**config.mk**
```make
export PLATFORM = sky130hd
export DESIGN_NAME = fragment_duplicate_group_marker
export DESIGN_NICKNAME = d
export VERILOG_FILES = /design/src/design/fdgm_pkg.sv /design/src/design/fragment_duplicate_group_marker.sv /design/src/design/fdgm_decide.sv
export SDC_FILE = /design/constraint.sdc
export NUM_CORES = 1
export LEC_CHECK = 0
export ABC_CLOCK_PERIOD_IN_PS = 8490
export BUFFER_PORTS_ARGS = -buffer_cell sky130_fd_sc_hd__buf_2
export CAP_MARGIN = 20
export CORE_UTILIZATION = 30
export DETAILED_ROUTE_END_ITERATION = 8
export GPL_TIMING_DRIVEN = 0
export SYNTH_ARGS = -nofsm -noshare
export SYNTH_HDL_FRONTEND = slang
export SYNTH_SLANG_ARGS = --single-unit
export TNS_END_PERCENT = 30
```
**constraint.sdc**
```tcl
create_clock -name clock -period 8.49 [get_ports clock]
set_input_delay 0.849 -clock clock [delete_from_list [all_inputs] [get_ports clock]]
set_output_delay 0.849 -clock clock [all_outputs]
set_load 0.01 [all_outputs]
```
**src/design/fdgm_pkg.sv**
```systemverilog
// Package for the fragment duplicate group marker.
// Holds field widths and the fragment end, open group and decision record types.
// No dependencies.
`default_nettype none

package fdgm_pkg;

   localparam int LibraryWidth   = 7;
   localparam int ReferenceWidth = 8;
   localparam int PositionWidth  = 32;
   localparam int ScoreWidth     = 16;
   localparam int ReadWidth      = 63;

   // One fragment end as it moves from the input register to the decision logic.
   typedef struct packed {
      logic [LibraryWidth-1:0]          library_id;
      logic [ReferenceWidth-1:0]        reference_id;
      logic signed [PositionWidth-1:0]  map_position;
      logic                             strand;
      logic signed [ScoreWidth-1:0]     quality_score;
      logic [ReadWidth-1:0]             read_ident;
      logic                             pair_here;
   } end_type;

   // Open group as held by the top level.
   typedef struct packed {
      logic                             open;
      logic [LibraryWidth-1:0]          library_id;
      logic [ReferenceWidth-1:0]        reference_id;
      logic signed [PositionWidth-1:0]  map_position;
      logic                             strand;
      logic                             has_pair;
      logic signed [ScoreWidth-1:0]     best_score;
      logic [ReadWidth-1:0]             best_read;
   } group_type;

   // What the decision logic asks the top level to do with one end.
   typedef struct packed {
      logic                 emit;
      logic [ReadWidth-1:0] marked_read;
      logic                 load_group;
      logic                 load_best;
   } decision_type;

endpackage : fdgm_pkg

`default_nettype wire

```
**src/design/fragment_duplicate_group_marker.sv**
```systemverilog
// Top level of the fragment duplicate group marker.
// Holds the input register, the open group and the result register.
// Depends on fdgm_pkg and fdgm_decide.
`default_nettype none

// The block takes a sorted stream of fragment ends, one word per cycle, and
// gives out the read identifiers of the ends that it marks as duplicates. Ends
// with an equal key (library, reference, position and strand) form a group. If
// the first end of a group carries the pair flag, every end of that group is
// marked. Otherwise the highest score is kept, the earliest end winning a tie,
// and every other end is marked; when a later end beats the kept one, the
// identifier of the previously kept end is the one given out. Thus each input
// word causes either no result or exactly one, and marks leave in the order of
// the decisions rather than in stream order. The best end of a group without
// pairs is never reported, and nothing is emitted when a group closes. An end
// passes through two register stages: the input register, then the key and
// score compare against the open group, which writes the result register. One
// word is accepted in every cycle while the result side keeps taking words, so
// the throughput is one word per cycle; a stall on the result side holds both
// stages, and the input side still takes a word while the input register is
// empty.

module fragment_duplicate_group_marker
   import fdgm_pkg::*;
(
   input  wire                             clock,
   input  wire                             reset,

   input  wire                             req_valid,
   output logic                            req_ready,
   input  wire [LibraryWidth-1:0]          req_library_id,
   input  wire [ReferenceWidth-1:0]        req_reference_id,
   input  wire signed [PositionWidth-1:0]  req_map_position,
   input  wire                             req_strand,
   input  wire signed [ScoreWidth-1:0]     req_quality_score,
   input  wire [ReadWidth-1:0]             req_read_ident,
   input  wire                             req_pair_here,

   output logic                            rsp_valid,
   input  wire                             rsp_ready,
   output logic [ReadWidth-1:0]            rsp_marked_read
);

   // Input register.
   logic         in_valid_ff;
   end_type      in_item_ff;

   // Open group; only the open flag needs a reset, the rest is read only
   // once a group is open.
   group_type    group_ff;
   group_type    group_in;

   // Result register.
   logic                 out_valid_ff;
   logic [ReadWidth-1:0] out_read_ff;

   decision_type decision;
   logic         advance;
   logic         process;

   // The pipeline moves whenever the result register is free or being emptied.
   assign advance   = !out_valid_ff || rsp_ready;
   assign process   = advance && in_valid_ff;
   assign req_ready = !in_valid_ff || advance;

   fdgm_decide u_decide (
      .item     (in_item_ff),
      .group    (group_ff),
      .decision (decision)
   );

   always_comb begin
      group_in = group_ff;
      if (decision.load_group) begin
         group_in.open         = 1'b1;
         group_in.library_id   = in_item_ff.library_id;
         group_in.reference_id = in_item_ff.reference_id;
         group_in.map_position = in_item_ff.map_position;
         group_in.strand       = in_item_ff.strand;
         group_in.has_pair     = in_item_ff.pair_here;
      end
      if (decision.load_best) begin
         group_in.best_score = in_item_ff.quality_score;
         group_in.best_read  = in_item_ff.read_ident;
      end
   end

   always_ff @(posedge clock) begin
      if (reset) begin
         in_valid_ff <= 1'b0;
      end else if (req_ready) begin
         in_valid_ff <= req_valid;
      end
   end

   always_ff @(posedge clock) begin
      if (req_ready && req_valid) begin
         in_item_ff.library_id    <= req_library_id;
         in_item_ff.reference_id  <= req_reference_id;
         in_item_ff.map_position  <= req_map_position;
         in_item_ff.strand        <= req_strand;
         in_item_ff.quality_score <= req_quality_score;
         in_item_ff.read_ident    <= req_read_ident;
         in_item_ff.pair_here     <= req_pair_here;
      end
   end

   always_ff @(posedge clock) begin
      if (reset) begin
         group_ff.open <= 1'b0;
      end else if (process) begin
         group_ff.open <= group_in.open;
      end
   end

   always_ff @(posedge clock) begin
      if (process) begin
         group_ff.library_id   <= group_in.library_id;
         group_ff.reference_id <= group_in.reference_id;
         group_ff.map_position <= group_in.map_position;
         group_ff.strand       <= group_in.strand;
         group_ff.has_pair     <= group_in.has_pair;
         group_ff.best_score   <= group_in.best_score;
         group_ff.best_read    <= group_in.best_read;
      end
   end

   always_ff @(posedge clock) begin
      if (reset) begin
         out_valid_ff <= 1'b0;
      end else if (advance) begin
         out_valid_ff <= process && decision.emit;
      end
   end

   always_ff @(posedge clock) begin
      if (process && decision.emit) begin
         out_read_ff <= decision.marked_read;
      end
   end

   assign rsp_valid       = out_valid_ff;
   assign rsp_marked_read = out_read_ff;

endmodule : fragment_duplicate_group_marker

`default_nettype wire

```
**src/design/fdgm_decide.sv**
```systemverilog
// Decision logic of the fragment duplicate group marker.
// Compares one end with the open group and says what is marked and what is kept.
// Depends on fdgm_pkg.
`default_nettype none

module fdgm_decide
   import fdgm_pkg::*;
(
   input  end_type      item,
   input  group_type    group,
   output decision_type decision
);

   logic same_key;
   logic better;

   assign same_key = group.open
                     && (item.library_id   == group.library_id)
                     && (item.reference_id == group.reference_id)
                     && (item.map_position == group.map_position)
                     && (item.strand       == group.strand);

   // Strictly greater, so the earliest end keeps a tie.
   assign better = item.quality_score > group.best_score;

   always_comb begin
      decision.emit        = 1'b1;
      decision.marked_read = item.read_ident;
      decision.load_group  = 1'b0;
      decision.load_best   = 1'b0;
      if (!same_key) begin
         // A new group opens; its first end is the best so far.
         decision.emit       = item.pair_here;
         decision.load_group = 1'b1;
         decision.load_best  = 1'b1;
      end else if (group.has_pair) begin
         decision.emit = 1'b1;
      end else if (better) begin
         // The previous best is now beaten and gets the mark.
         decision.marked_read = group.best_read;
         decision.load_best   = 1'b1;
      end
   end

endmodule : fdgm_decide

`default_nettype wire
```
==> summary.md, run 1 <==
| Metric | Value |
|---|---|
| Status | complete, no violations |
| Power Density | 236 nW/um2 |
| 1st-iter DRT viols | 244 |
| Final setup fails | 0 |
| CTS clk-pin slew, worst paths | 0.06 ns |
| Final hold slack | 0.450 ns |
| Synth Warn # | 0 |
| RSZ-0062 raised after global routing | false |
| Reg-to-Reg Start | in_item_ff[110] |
| Critical-path maximum fanout | 26 |
| Worst-Margin Slew | 0.800 ns |
| FF-to-FF path depth | 9 |
| Residual DRC | 0 |
| Post-synth ARST share | 0 |
| Vert. Die Dim | 201 um |
| Worst path most repeated cell | buf_12 |
| Setup TNS | 0 ns |
| Most common cell after layout, fill and taps aside | edfxtp_1 |
| Worst setup EP type | flip-flop |
| Die Width | 201 um |
| First drt pass iteration count | 4 |
| Post-CTS Hold Buffers | 0 |
| CTS root buffer | clkbuf_16 |
| DR vias/cell | 4.18 |
| Mean Syn Cell Area | 21.3 um2 |
| Routability cong. | 0.700 |
| Lkg Pwr | 5.63 nW |
| CTS tree | done |
| Start point of the worst hold path | in_item_ff[61] |
| Pin count of the biggest net entering global routing | 61 |
| Clk_skew | 0.0142 ns |
| Crit Path Category | flip-flop to flip-flop |
| Synth Register Bits | 322 |
| Post-Route WL | 21400 um |
| Largest delay share family, worst path | simple AND/OR/NAND/NOR gates |
| Required @ worst endpoint | 8.71 ns |
| Fin crit period | 3.34 ns |
| Io pins | 197 |
| Worst min path class | flip-flop to flip-flop |
| Final WS setup | 5.15 ns |
| Post-detail-place hpwl | 14700 um |
| Ant. Diodes | 0 |
| Post-synth EDFFs | 319 |
| H-tree depth | 2 |
| Average wire per standard cell | 15.9 um |
| CTS buffer count | 36 |
| Final Instance Area | 14900 um2 |
| Crit path DAT | 3.57 ns |
| Core Area | 38800 um2 |
| First-pass GRT wire length | 33100 um |
| Number of max-cap violations | 0 |
| Global-route usage over all layers | 0.108 |
| Post-place instance area | 13800 um2 |
| Post-Syn Nets | 705 |
| IO buf count | 196 |
| Min-Delay Endpoint | group_ff[60] |
| Most frequent cells in the layout | 319 x edfxtp_1, 197 x buf_2, 60 x mux2_4 |
| Reg2Reg Setup Slack | 5.15 ns |
| Ys flop type | edfxtp_1 |
| Clock Latency Late Sink | 0.53 ns |
| Final std cells w/o fill | 1342 |
| Max-slew violations | 0 |
| Setup bufs post-CTS | 0 |
| WP buf/inv | 3 |
| VDD IR-drop max | 0.188 mV |
| CP Launch Type | flip-flop |
| Max clock buf depth | 3 |
| Layout cells sized above 1 | 0.402 |
| Vias in the first global route | 5835 |
| Clk sinks | 322 |
| Max Freq | 299 MHz |
| Tcrit/Tclk final | 0.394 |
| Final Util | 0.383 |
| Final Hold Viols | 0 |
| Die ar. | 40400 um2 |
| Global route overflow | 0 |
| Layout area overhead | 25.3% |
| Tot Pwr | 3.51 mW |
| CP peak stage delay | 0.57 ns |
| Reg2Reg Capture Point | rsp_marked_read[36] |
| Nets | 949 |
| Initial antenna violation count | 0 |
| Mapped cell area | 11900 um2 |
| Cell row count | 72 |
| Placed cell count | 1281 |
| Seq/Total Area, Yosys | 0.812 |
| Post-CTS Resized | 0 |
| Yosys cell types | 40 |
| Initial Util | 0.306 |
| Slew margin rel. | 0.465 |
| Routed vias | 5613 |
| Critical Path, Cell by Cell | xnor2_1, nand3_1, or4_1, nor4_1, buf_2, nor2_1, nor2_4, buf_12, buf_12 |
| Syn Inst Count | 557 |
| DP Worst Slack | 5.07 ns |
| Worst path slowest cell | or4_1 |
| Final ANT Viol Nets | 0 |
| Hold path depth | 0 |
-- cells by family after synthesis --
kind of cell,share of synthesized area
compound gates,0.0158
xor+xnor,0.0347
fa+ha+maj,0.0169
buf+inv,0.0130
flops,0.812
mux,0.0787
simple gates,0.0294
-- final cells by class --
class / instances / area, um2
Clock inverter: 17 / 161
Clock buffer: 44 / 952
Fill cell: 3550 / 23900
Timing Repair Buffer: 206 / 1210
Multi-Input combinational cell: 206 / 2110
Inverter: 23 / 86.3
Tap cell: 518 / 648
Sequential cell: 322 / 9640
Buffer: 6 / 67.6
-- synthesized netlist by cell type, types with 3 or more instances --
library cell | instances | area [um2]
a21oi_1 | 9 | 45.0
buf_6 | 6 | 67.6
dfxtp_1 | 3 | 60.1
edfxtp_1 | 319 | 9580
ha_1 | 16 | 200
inv_1 | 23 | 86.3
mux2_2 | 3 | 33.8
mux2_4 | 60 | 901
nand2_1 | 3 | 11.3
nand3_1 | 4 | 20.0
nand4_1 | 10 | 62.6
nor2_1 | 7 | 26.3
nor2b_1 | 4 | 25.0
nor4_1 | 12 | 75.1
o21ai_0 | 3 | 15.0
xnor2_1 | 16 | 140
xor2_1 | 31 | 272
-- per-layer routing --
layer | wire, um | GRT usage
met5 | 0 | 0
met3 | 1250 | 0.0258
met1 | 10000 | 0.146
met2 | 9500 | 0.164
met4 | 620 | 0.0496
-- how the worst max path moves through the flow --
stage | start | to | slack, ns | cells after the start
global placement | in_item_ff[79] | group_ff[29] | -0.92 | 6
global route | in_item_ff[79] | group_ff[26] | 4.91 | 9
finish | in_item_ff[110] | rsp_marked_read[36] | 5.15 | 9
detailed placement | in_item_ff[65] | group_ff[23] | 5.07 | 10
CTS | in_item_ff[71] | group_ff[26] | 5.05 | 10
floorplan | in_item_ff[65] | group_ff[0] | 2.41 | 7
-- power by group --
part | switching, mW | internal, mW | leakage [nW] | total, mW
clock network | 0.588 | 0.886 | 0.540 | 1.47
registers | 0.0322 | 1.84 | 3.05 | 1.87
logic | 0.0832 | 0.0809 | 2.04 | 0.164
-- state kept, by name (all words and copies together), names as in the netlist --
name,cells
group_ff,129
in_valid_ff,1
rsp_valid,1
rsp_marked_read,63
in_item_ff,128
Note: power is estimated with default switching activity, not from simulation.
==> run 2: changes to the inputs <==
--- a/config.mk
+++ b/config.mk
@@ -5,7 +5,7 @@
 export SDC_FILE = /design/constraint.sdc
 export NUM_CORES = 1
 export LEC_CHECK = 0
-export ABC_CLOCK_PERIOD_IN_PS = 8490
+export ABC_CLOCK_PERIOD_IN_PS = 2700
 export BUFFER_PORTS_ARGS = -buffer_cell sky130_fd_sc_hd__buf_2
 export CAP_MARGIN = 20
 export CORE_UTILIZATION = 30
==> constraint.sdc (replaced) <==
create_clock -name clock -period 2.7 [get_ports clock]
set_input_delay 0.27 -clock clock [delete_from_list [all_inputs] [get_ports clock]]
set_output_delay 0.27 -clock clock [all_outputs]
set_load 0.01 [all_outputs]
==> run 2 against run 1 <==
Via count grew 11%. Count of clock-buffer cells in the layout up 2. Clock skew shrank 0.0040 ns. The run now ends with setup timing left. Final area is 12% higher. Clock power grew to 3.3 times the previous value. Utilization increased by 4.4 points. First-iteration DRC count is 16% lower. Fmax up 15%. Flip-flop and latch count is the same.
==> summary.md, run 2 (same netlist as run 1, synthesis figures left out) <==
| Metric | Value |
|---|---|
| Status | finished, violations left |
| Failing checks | setup timing |
| Final Instance Area | 16600 um2 (+12%) |
| Worst setup path start | in_item_ff[65] |
| Post-place instance area | 13800 um2 (about the same) |
| Nets | 1096 (+15%) |
| DR vias/cell | 4.19 (about the same) |
| Max clock buf depth | 3 (unchanged) |
| Routed vias | 6242 (+11%) |
| Area occupied by multi-input gates | 2180 um2 (+3.3%) |
| Global route overflow | 0 (unchanged) |
| Tot Pwr | 11.5 mW (+230%) |
| Clk_skew | 0.0103 ns (-0.00395 ns) |
| Register area | 9640 um2 (unchanged) |
| Cell row count | 72 (unchanged) |
| Placed cell count | 1280 (-0.078%) |
| Io pins | 197 (unchanged) |
| Fin crit period | 2.90 ns (-0.445 ns) |
| Worst-Margin Slew | 0.585 ns (-0.216 ns) |
| Tcrit/Tclk final | 1.07 (+0.680) |
| Global-route usage over all layers | 0.121 (+0.0127) |
| Most frequent cells in the layout | 319 x edfxtp_1, 196 x buf_2, 130 x dlygate4sd3_1 |
| Crit Path Category | flip-flop to flip-flop |
| Max-slew violations | 0 (unchanged) |
| DP Worst Slack | -0.921 ns (-5.99 ns) |
| Average wire per standard cell | 16.6 um (+4.1%) |
| Reg with most FFs | group_ff |
| Max reg flops | 129 (unchanged) |
| Required @ worst endpoint | 2.98 ns (-5.73 ns) |
| Most common cell after layout, fill and taps aside | edfxtp_1 |
| Crit path DAT | 3.17 ns (-0.40 ns) |
| Slew margin rel. | 0.610 (+0.145) |
| Power Density | 690 nW/um2 (+190%) |
| CTS tree | done |
| Post-Route WL | 24700 um (+16%) |
| Die ar. | 40400 um2 (unchanged) |
| Clk sinks | 322 (unchanged) |
| FF-to-FF path depth | 10 (+1) |
| Critical-path maximum fanout | 10 (-62%) |
| Worst setup EP type | flip-flop |
| Number of max-cap violations | 0 (unchanged) |
| RSZ-0062 raised after global routing | true |
| Worst setup endpoint | rsp_marked_read[46] |
| Post-detail-place hpwl | 15100 um (+3.1%) |
| Start point of the worst hold path | rsp_ready |
| Reg-to-Reg Start | in_item_ff[65] |
| CTS buffer count | 36 (unchanged) |
| Reg2Reg Capture Point | rsp_marked_read[46] |
| Final Hold Viols | 0 (unchanged) |
| CTS clk-pin slew, worst paths | 0.06 ns (about the same) |
| Ant. Diodes | 0 (unchanged) |
| Fill count | 3364 (-5.2%) |
| Lkg Pwr | 6.40 nW (+14%) |
| Final setup fails | 122 (+122) |
| Final WS setup | -0.198 ns (-5.35 ns) |
| Pin count of the biggest net entering global routing | 58 (-4.9%) |
| IO buf count | 196 (unchanged) |
| Final std cells w/o fill | 1491 (+11%) |
| Core Area | 38800 um2 (unchanged) |
| Final ANT Viol Nets | 0 (unchanged) |
| Vias in the first global route | 6640 (+14%) |
| Worst min path class | input port to flip-flop |
| Final Util | 0.428 (+0.0444) |
| First-pass GRT wire length | 37300 um (+13%) |
| H-tree depth | 2 (unchanged) |
| Vert. Die Dim | 201 um (unchanged) |
| VDD IR-drop max | 0.504 mV (+170%) |
| Routability cong. | 0.726 (+3.7%) |
| CTS root buffer | clkbuf_16 |
| Initial antenna violation count | 1 (+1) |
| Clock Latency Late Sink | 0.53 ns (about the same) |
| Layout cells sized above 1 | 0.368 (-0.0338) |
| 1st-iter DRT viols | 206 (-16%) |
| Max Freq | 345 MHz (+15%) |
| Initial Util | 0.306 (unchanged) |
| Layout area overhead | 39.8% |
| First drt pass iteration count | 4 (unchanged) |
| Residual DRC | 0 (unchanged) |
| CP Launch Type | flip-flop |
| Die Width | 201 um (unchanged) |
| Reg2Reg Setup Slack | -0.20 ns (-5.35 ns) |
-- run 2: cell types whose count changed in the layout (fill, tap and decap cells not counted), moves of 2 or more --
cell,before,now
dlygate4sd3_1,0,130
buf_12,3,12
buf_4,0,9
buf_6,6,2
clkbuf_16,37,41
nor4_1,12,8
clkinv_2,5,8
clkbuf_8,0,2
clkinv_1,6,4
clkinvlp_4,2,0
nor4_2,2,4
nor4_4,0,2
-- run 2: where the power goes --
| group | leakage, nW | switching [mW] | total, mW | internal (mW) |
|---|---|---|---|---|
| registers | 3.05 | 0.103 | 5.88 | 5.78 |
| logic | 2.77 | 0.314 | 0.716 | 0.402 |
| clock network | 0.577 | 1.91 | 4.85 | 2.94 |
| total | 6.40 | 2.33 | 11.5 | 9.12 |
-- run 2: worst min-delay path by stage --
stage / endpoint / slack [ns] / cells past startpoint
5_1_grt: rsp_valid / 0.06 / 3
3_3_place_gp: group_ff[1] / 0.43 / 0
2_1_floorplan: in_valid_ff / 0.34 / 1
6_report: rsp_valid / 0.05 / 3
4_1_cts: rsp_valid / 0.02 / 3
3_5_place_dp: group_ff[27] / 0.44 / 0
-- run 2: per-layer routing --
| metal | GRT usage | wire, um |
|---|---|---|
| met1 | 0.158 | 11300 |
| met2 | 0.190 | 11300 |
| met3 | 0.0317 | 1510 |
| met4 | 0.0485 | 554 |
| met5 | 0 | 13 |
-- run 2: cell type report --
cell class,instances,share of cell area
buffer,6,0.00724
clock buffer,46,0.0590
clock inverter,17,0.0111
inverter,23,0.00520
multi-input combinational,206,0.131
sequential,322,0.581
tap,518,0.0390
timing repair buffer,353,0.166
-- run 2: metrics by stage --
stage | setup TNS, ns | hold slack [ns]
6_report | -18.24 | 0.0547
5_1_grt | -34.54 | 0.0594
4_1_cts | -20.02 | 0.0164
3_5_place_dp | -88.31 | 0.437
3_3_place_gp | -448.69 | 0.430
2_1_floorplan | -117.81 | 0.339
-- run 2: what timing repair did --
item | CTS | global route
hold buffers | 130 | 0
gates cloned | 1 | 4
gates resized for setup | 18 | 4
setup buffers | 7 | 6
setup endpoints to repair | 216 | 152
pin swaps | 9 | 5
endpoints found under the hold margin | 130 | 0
-- run 2: worst max-delay path: stages (launching register included) --
cell       delay, ns
edfxtp_1        0.39
ha_1            0.32
nor2b_1         0.13
o211ai_1        0.27
a2111oi_4       0.12
o311a_1         0.40
buf_6           0.14
o211ai_4        0.19
buf_12          0.19
buf_12          0.16
mux2_4          0.31
